$ cat src/design/mm4_pkg.sv
// Shared field widths and command codes of the 4x4 matrix multiply-accumulate block.
`timescale 1ns / 1ps

package mm4_pkg;

  localparam int unsigned ModeBits  = 2;
  localparam int unsigned IndexBits = 4;
  localparam int unsigned ValueBits = 32;

  typedef logic [ModeBits-1:0] mode_t;

  localparam mode_t MODE_WR_LEFT  = 2'd0;
  localparam mode_t MODE_WR_RIGHT = 2'd1;
  localparam mode_t MODE_MULTIPLY = 2'd2;

endpackage

$ cat src/design/matrix4x4_multiply_accumulate.sv
// Top level of the matrix multiply-accumulate block: storage, sequencer and shared multiplier.
`timescale 1ns / 1ps

// A write beat (mode 0 or 1) stores one element of the left or right matrix; busy_o stays
// low. A multiply beat (mode 2) raises busy_o and emits the DIM*DIM elements of left times
// right in row-major order, one strobe per element. Each element needs, per term, a read of
// both matrices, two half-width passes through the single shared multiplier and an
// accumulate of each partial product, then an arithmetic shift (truncating) and saturation.
// When keep_product is set, each result row is also written back into the left matrix after
// it is emitted. Results are driven for exactly one cycle and the receiver cannot stall them.
// Both matrices read as zero after reset; no clearing pass is run.
module matrix4x4_multiply_accumulate #(
  parameter int unsigned DIM       = 4,
  parameter int unsigned WORD_BITS = 32,
  parameter int unsigned FRAC_BITS = 16
) (
  input  logic                                  clk_i,
  input  logic                                  rst_ni,
  input  logic                                  start_i,
  output logic                                  busy_o,
  input  logic [mm4_pkg::ModeBits-1:0]          mode_i,
  input  logic [mm4_pkg::IndexBits-1:0]         elem_index_i,
  input  logic signed [mm4_pkg::ValueBits-1:0]  elem_value_i,
  input  logic                                  keep_product_i,
  output logic                                  prod_strobe_o,
  output logic signed [mm4_pkg::ValueBits-1:0]  prod_value_o,
  output logic [mm4_pkg::IndexBits-1:0]         prod_index_o,
  output logic                                  sat_flag_o,
  output logic                                  last_elem_o
);

  localparam int unsigned CELLS  = DIM * DIM;
  localparam int unsigned ADDR_W = $clog2(CELLS);
  localparam int unsigned CNT_W  = $clog2(DIM);
  localparam int unsigned IW     = (ADDR_W >= 4) ? ADDR_W + 1 : 5;
  localparam int unsigned HB     = (WORD_BITS + 1) / 2;
  localparam int unsigned PW     = WORD_BITS + HB + 1;
  localparam int unsigned ACC_W  = 2 * WORD_BITS + $clog2(DIM) + 1;

  localparam logic [2:0] ST_IDLE = 3'd0;
  localparam logic [2:0] ST_READ = 3'd1;
  localparam logic [2:0] ST_MLO  = 3'd2;
  localparam logic [2:0] ST_MHI  = 3'd3;
  localparam logic [2:0] ST_ACC  = 3'd4;
  localparam logic [2:0] ST_EMIT = 3'd5;
  localparam logic [2:0] ST_WB   = 3'd6;

  logic [2:0]        state_q, state_d;
  logic [CNT_W-1:0]  i_q, i_d, j_q, j_d, k_q, k_d;
  logic [ADDR_W-1:0] cell_q, cell_d;
  logic              keep_q, keep_d;

  logic [WORD_BITS-1:0] left_mem  [CELLS];
  logic [WORD_BITS-1:0] right_mem [CELLS];
  logic [CELLS-1:0]     left_vld_q, right_vld_q;
  logic [WORD_BITS-1:0] row_buf_q [DIM];

  logic signed [WORD_BITS-1:0] a_q;
  logic [WORD_BITS-1:0]        b_q;
  logic signed [PW-1:0]        prod_q, prod_d;
  logic signed [ACC_W-1:0]     acc_q, acc_d, acc_base;
  logic signed [HB:0]          mul_op;

  logic              accept;
  logic [IW-1:0]     idx_w;
  logic              idx_ok;
  logic [WORD_BITS-1:0] wr_value;

  logic              lwr_en, rwr_en;
  logic [ADDR_W-1:0] lwr_addr, rwr_addr, la_addr, rb_addr;
  logic [WORD_BITS-1:0] lwr_data;

  logic signed [ACC_W-1:0] shifted;
  logic                    fits;
  logic [WORD_BITS-1:0]    sat_word;
  logic                    i_last, j_last, k_last;

  logic                    strobe_q;
  logic [mm4_pkg::ValueBits-1:0] pval_q;
  logic [mm4_pkg::IndexBits-1:0] pidx_q;
  logic                    psat_q, plast_q;

  assign busy_o   = (state_q != ST_IDLE);
  assign accept   = start_i && !busy_o;
  assign idx_w    = IW'(elem_index_i);
  assign idx_ok   = (idx_w < IW'(CELLS));
  assign wr_value = WORD_BITS'(elem_value_i);

  assign i_last = (i_q == CNT_W'(DIM - 1));
  assign j_last = (j_q == CNT_W'(DIM - 1));
  assign k_last = (k_q == CNT_W'(DIM - 1));

  assign la_addr = ADDR_W'(i_q) * ADDR_W'(DIM) + ADDR_W'(k_q);
  assign rb_addr = ADDR_W'(k_q) * ADDR_W'(DIM) + ADDR_W'(j_q);

  always_comb begin
    lwr_en   = 1'b0;
    lwr_addr = idx_w[ADDR_W-1:0];
    lwr_data = wr_value;
    rwr_en   = accept && (mode_i == mm4_pkg::MODE_WR_RIGHT) && idx_ok;
    rwr_addr = idx_w[ADDR_W-1:0];
    if (state_q == ST_WB) begin
      lwr_en   = 1'b1;
      lwr_addr = ADDR_W'(i_q) * ADDR_W'(DIM) + ADDR_W'(j_q);
      lwr_data = row_buf_q[j_q];
    end else if (accept && (mode_i == mm4_pkg::MODE_WR_LEFT) && idx_ok) begin
      lwr_en = 1'b1;
    end
  end

  always_ff @(posedge clk_i) begin
    if (lwr_en) begin
      left_mem[lwr_addr] <= lwr_data;
    end
    if (rwr_en) begin
      right_mem[rwr_addr] <= wr_value;
    end
    if (state_q == ST_READ) begin
      a_q <= left_vld_q[la_addr] ? left_mem[la_addr] : '0;
      b_q <= right_vld_q[rb_addr] ? right_mem[rb_addr] : '0;
    end
  end

  always_ff @(posedge clk_i or negedge rst_ni) begin
    if (!rst_ni) begin
      left_vld_q  <= '0;
      right_vld_q <= '0;
    end else begin
      if (lwr_en) begin
        left_vld_q[lwr_addr] <= 1'b1;
      end
      if (rwr_en) begin
        right_vld_q[rwr_addr] <= 1'b1;
      end
    end
  end

  // The right operand is split into an unsigned low half and a signed high half.
  always_comb begin
    if (state_q == ST_MLO) begin
      mul_op = signed'({1'b0, b_q[HB-1:0]});
    end else begin
      mul_op = (HB + 1)'(signed'(b_q[WORD_BITS-1:HB]));
    end
  end

  assign acc_base = (k_q == '0) ? '0 : acc_q;

  assign shifted  = acc_q >>> FRAC_BITS;
  assign fits     = (&shifted[ACC_W-1:WORD_BITS-1]) || !(|shifted[ACC_W-1:WORD_BITS-1]);
  assign sat_word = fits ? shifted[WORD_BITS-1:0] :
                    (acc_q[ACC_W-1] ? {1'b1, {(WORD_BITS-1){1'b0}}}
                                    : {1'b0, {(WORD_BITS-1){1'b1}}});

  always_comb begin
    state_d = state_q;
    i_d     = i_q;
    j_d     = j_q;
    k_d     = k_q;
    cell_d  = cell_q;
    keep_d  = keep_q;
    prod_d  = prod_q;
    acc_d   = acc_q;
    unique case (state_q)
      ST_IDLE: begin
        if (accept && (mode_i == mm4_pkg::MODE_MULTIPLY)) begin
          state_d = ST_READ;
          i_d     = '0;
          j_d     = '0;
          k_d     = '0;
          cell_d  = '0;
          keep_d  = keep_product_i;
        end
      end
      ST_READ: begin
        state_d = ST_MLO;
      end
      ST_MLO: begin
        prod_d  = a_q * mul_op;
        state_d = ST_MHI;
      end
      ST_MHI: begin
        acc_d   = acc_base + ACC_W'(prod_q);
        prod_d  = a_q * mul_op;
        state_d = ST_ACC;
      end
      ST_ACC: begin
        acc_d = acc_q + (ACC_W'(prod_q) <<< HB);
        if (k_last) begin
          state_d = ST_EMIT;
        end else begin
          k_d     = k_q + 1'b1;
          state_d = ST_READ;
        end
      end
      ST_EMIT: begin
        k_d    = '0;
        cell_d = cell_q + 1'b1;
        if (!j_last) begin
          j_d     = j_q + 1'b1;
          state_d = ST_READ;
        end else begin
          j_d = '0;
          if (keep_q) begin
            state_d = ST_WB;
          end else if (i_last) begin
            state_d = ST_IDLE;
          end else begin
            i_d     = i_q + 1'b1;
            state_d = ST_READ;
          end
        end
      end
      ST_WB: begin
        if (!j_last) begin
          j_d = j_q + 1'b1;
        end else begin
          j_d = '0;
          if (i_last) begin
            state_d = ST_IDLE;
          end else begin
            i_d     = i_q + 1'b1;
            state_d = ST_READ;
          end
        end
      end
      default: begin
        state_d = ST_IDLE;
      end
    endcase
  end

  always_ff @(posedge clk_i or negedge rst_ni) begin
    if (!rst_ni) begin
      state_q  <= ST_IDLE;
      i_q      <= '0;
      j_q      <= '0;
      k_q      <= '0;
      cell_q   <= '0;
      keep_q   <= 1'b0;
      strobe_q <= 1'b0;
    end else begin
      state_q  <= state_d;
      i_q      <= i_d;
      j_q      <= j_d;
      k_q      <= k_d;
      cell_q   <= cell_d;
      keep_q   <= keep_d;
      strobe_q <= (state_q == ST_EMIT);
    end
  end

  always_ff @(posedge clk_i) begin
    prod_q <= prod_d;
    acc_q  <= acc_d;
    if (state_q == ST_EMIT) begin
      row_buf_q[j_q] <= sat_word;
      pval_q         <= mm4_pkg::ValueBits'(sat_word);
      pidx_q         <= mm4_pkg::IndexBits'(cell_q);
      psat_q         <= !fits;
      plast_q        <= (cell_q == ADDR_W'(CELLS - 1));
    end
  end

  assign prod_strobe_o = strobe_q;
  assign prod_value_o  = signed'(pval_q);
  assign prod_index_o  = pidx_q;
  assign sat_flag_o    = psat_q;
  assign last_elem_o   = plast_q;

  a_strobe_from_emit: assert property (@(posedge clk_i) disable iff (!rst_ni)
    prod_strobe_o |-> $past(state_q == ST_EMIT))
    else $error("result strobe without an emit cycle");

  a_last_ends_run: assert property (@(posedge clk_i) disable iff (!rst_ni)
    (prod_strobe_o && last_elem_o) |-> (state_q == ST_IDLE || state_q == ST_WB))
    else $error("multiply continues after its last element");

  a_multiply_goes_busy: assert property (@(posedge clk_i) disable iff (!rst_ni)
    (accept && mode_i == mm4_pkg::MODE_MULTIPLY) |=> busy_o)
    else $error("multiply beat did not start the sequencer");

  a_write_stays_idle: assert property (@(posedge clk_i) disable iff (!rst_ni)
    (accept && mode_i != mm4_pkg::MODE_MULTIPLY) |=> !busy_o && !prod_strobe_o)
    else $error("element write started a run");

endmodule

$ cat config.mk
export PLATFORM = sky130hd
export DESIGN_NAME = matrix4x4_multiply_accumulate
export DESIGN_NICKNAME = d
export VERILOG_FILES = /design/src/design/mm4_pkg.sv /design/src/design/matrix4x4_multiply_accumulate.sv
export SDC_FILE = /design/constraint.sdc
export NUM_CORES = 2
export LEC_CHECK = 0
export BUFFER_PORTS_ARGS = -buffer_cell sky130_fd_sc_hd__buf_2
export CAP_MARGIN = 25
export CORE_UTILIZATION = 50
export CTS_BUF_LIST = sky130_fd_sc_hd__clkbuf_4
export CTS_CLUSTER_DIAMETER = 50
export DETAILED_ROUTE_END_ITERATION = 7
export PLACE_DENSITY = 0.62
export SYNTH_ARGS = -nofsm -noshare
export SYNTH_HDL_FRONTEND = slang
export SYNTH_SLANG_ARGS = --single-unit
$ cat constraint.sdc
create_clock -name clk_i -period 22.1 [get_ports clk_i]
set_clock_uncertainty 0.05 [all_clocks]
set_input_delay 4.42 -clock clk_i [delete_from_list [all_inputs] [get_ports clk_i]]
set_output_delay 4.42 -clock clk_i [all_outputs]
set_load 0.02 [all_outputs]
==> impl_results.md <==
* Most frequent cells in the layout: edfxtp_1, inv_1, fa_1, clkbuf_4, nand2_1
* Core area at 157000 µm²
* Crit path top cell by count: fa_1
* Gr ovfl total at 0
* EDFF count, synth at 1370
* HP Class: register to register
* PostCTS Resize Cnt at 0
* Layout cells sized above 1 at 0.200
* Htree depth at 5
* CP startpoint kind: register
* Unrepaired setup endpoints after global routing: no
* Most common cell after layout, fill and taps aside: edfxtp_1
* Library cells used by synthesis at 77
* Post-route DRC at 0
* Avg Synthesized Cell Area at 14.4 µm²
* Setup violators final at 0
* Nets at 6602
* Worst Max-Slew Pin Slew at 1030 ps
* Post-Layout Cell Count at 8124
* Max frequency at 107 MHz
* Mapped cell area at 79200 µm²
* Vias after detailed routing at 47100
* Count of buffers from port buffering at 81
* Clock latency on the worst-skew pair at 1270 ps
* WL/cell at 25.7 µm
* CP peak stage delay at 770 ps
* CP top delay family: adder cells
* Setup_tns at 0 ps
* Row cnt at 145
* WP data required at 22910 ps
* Busiest grt layer: met2
* Initial core utilization at 0.505
* Iter 0 DRT Violations at 3971
* Met3 usage in global routing at 0.0498
* Post-synthesis sequential area ratio at 0.534
* Slew margin rel. at 0.314
* Crit Path Max Fanout at 32
* Worst setup EP type: register
* Seq cells post-synth at 1417
* RePlAce Congestion at 0.931
* Final worst path period share at 0.421
* IO Count at 82
* Num CTS Buffers at 380
* Clock sinks at 1417
* Status: completed
* Syn. warnings at 0
* Setup Fix Bufs, Post-CTS at 0
* Clk buf depth at 4
* Largest net degree at the start of global routing at 101
* Cell count after synthesis at 5501
* Final wirelength at 209000 µm
* Met1 Resource Use GR at 0.368
* Die Height at 400 µm
* Routed vias/inst at 5.80
* Clock Pin Slew Worst Setup and Hold Paths at 70 ps
* Placed Cells at 7472
* Buffer and inverter count on the worst path at 4
* Die X-Extent at 400 µm
* Drt first pass iters at 6
* Critical path type: register to register
* Final HPWL DP at 136000 µm
* Slew Viols, Final at 0
* Tmin final at 9310 ps
* Ys flop type: edfxtp_1
* # Max-Cap Violations at 0
* Die ar. at 160000 µm²
* Final Hold Vio Count at 0
* CTS tree: done
* Area growth, synth to finish at 9.64%
* Post-CTS Hold Buffers at 0
* Vias in the first global route at 48700
* First-pass GRT wire length at 310000 µm
* GR Util met2 at 0.430
* Slowest-stage cell, CP: mux2_2
* Gr usage total at 0.266
* Post-synth ARST share at 0.0332
* Hold WS at 413 ps
* DP Area at 82200 µm²
* Initial antenna violation count at 20
* Syn nets at 6305
* CTS root buf: clkbuf_4
* Post-DRT Antenna Nets at 0
* Post-route cell area at 86800 µm²
* CP arrival at 10120 ps
[routing by layer]
layer / vias up / part of all wire / wire, µm
li1: 20500 / - / -
met1: 24400 / 0.42 / 86900
met2: 1761 / 0.48 / 101000
met3: 357 / 0.072 / 15000
met4: 10 / 0.027 / 5670
met5: - / 0.00030 / 62
[metrics by stage]
| stage | setup WS (ps) | utilization |
|---|---|---|
| after floorplan | 11930 | - |
| after global placement | 12790 | 0.524 |
| after detailed placement | 12570 | 0.525 |
| after CTS | 12470 | 0.554 |
| after global routing | 12370 | 0.554 |
| final | 12790 | 0.554 |
[cells by family after synthesis]
kind of cell	after synthesis	share of synthesized area
buffers and inverters	813	0.0387
AND/OR/NAND/NOR	1340	0.0834
flip-flops	1417	0.534
AO/OA/AOI/OAI	628	0.0506
adder cells (fa/ha/maj)	762	0.170
XOR/XNOR	156	0.0173
multiplexers	385	0.106
[sequential cells by signal (all words and copies together), names as in the netlist]
signal         cells
acc_q             67
i_q                2
a_q               32
last_elem_o        1
state_q            3
prod_index_o       4
prod_value_o      32
k_q                2
j_q                2
row_buf_q        128
left_mem         512
right_mem        512
keep_q             1
b_q               32
right_vld_q       16
sat_flag_o         1
cell_q             4
prod_strobe_o      1
prod_q            49
left_vld_q        16
[path summary, 6_finish.rpt]
| kind | startpoint | endpoint | slack [ps] | cells after the start |
|---|---|---|---|---|
| worst max-delay path | state_q[1] | prod_q[45] | 12790 | 26 |
| worst min-delay path | left_vld_q[6] | left_vld_q[6] | 410 | 1 |
| worst max register to register | state_q[1] | prod_q[45] | 12790 | 26 |
| worst min register to register | left_vld_q[6] | left_vld_q[6] | 410 | 1 |
| max in group asynchronous | rst_ni | k_q[0] | 18170 | 2 |
| min in group asynchronous | rst_ni | right_vld_q[1] | 3250 | 2 |
[area by class of cell]
type	instances	area, µm²
Antenna cell	10	25.0
Clock buffer	522	3920
Clock inverter	118	627
Fill cell	12900	69900
Inverter	563	2110
Multi-Input combinational cell	3271	34200
Sequential cell	1417	42300
Tap cell	2058	2570
Timing Repair Buffer	165	1080
[synthesized netlist by cell type (all sizes together), types with 10 or more instances]
cell	n	area, µm²
edfxtp	1370	41100
inv	563	2110
fa	523	10500
nand2	512	1920
mux4	360	8110
ha	239	2990
nor2b	218	1360
a21oi	213	1080
clkbuf	207	777
and2	180	1130
nor2	180	676
o21ai	127	643
a21o	112	841
xnor2	100	876
xor2	56	490
nand3	55	280
dfrtp	47	1180
buf	43	173
nand4	39	259
or2	37	231
o21bai	35	263
nand2b	33	206
nor3	28	140
and3	24	150
a31oi	21	131
a211oi	20	160
o21a	20	150
mux2	15	169
o211ai	14	105
mux2i	10	100
[worst register-to-register path, cell delays in order (launching register included)]
cell       delay [ps]
dfrtp_1           670
nor2b_4           250
nor2b_2           430
buf_8             220
mux2_2            780
nand2_1           210
fa_1              540
fa_1              580
fa_1              450
fa_1              550
inv_1              50
fa_1              470
inv_1              50
fa_1              470
inv_1              40
ha_1              320
a21oi_1           170
o21a_1            180
a21boi_2          310
o221ai_2          240
a211oi_2          260
o211ai_1          300
o41ai_2           520
nor2b_1           140
a2111oi_0         470
o21bai_1          120
xor2_1            150
Power is not shown: default switching activity piles up to over one toggle a cycle in this logic, so the estimate is an artifact.
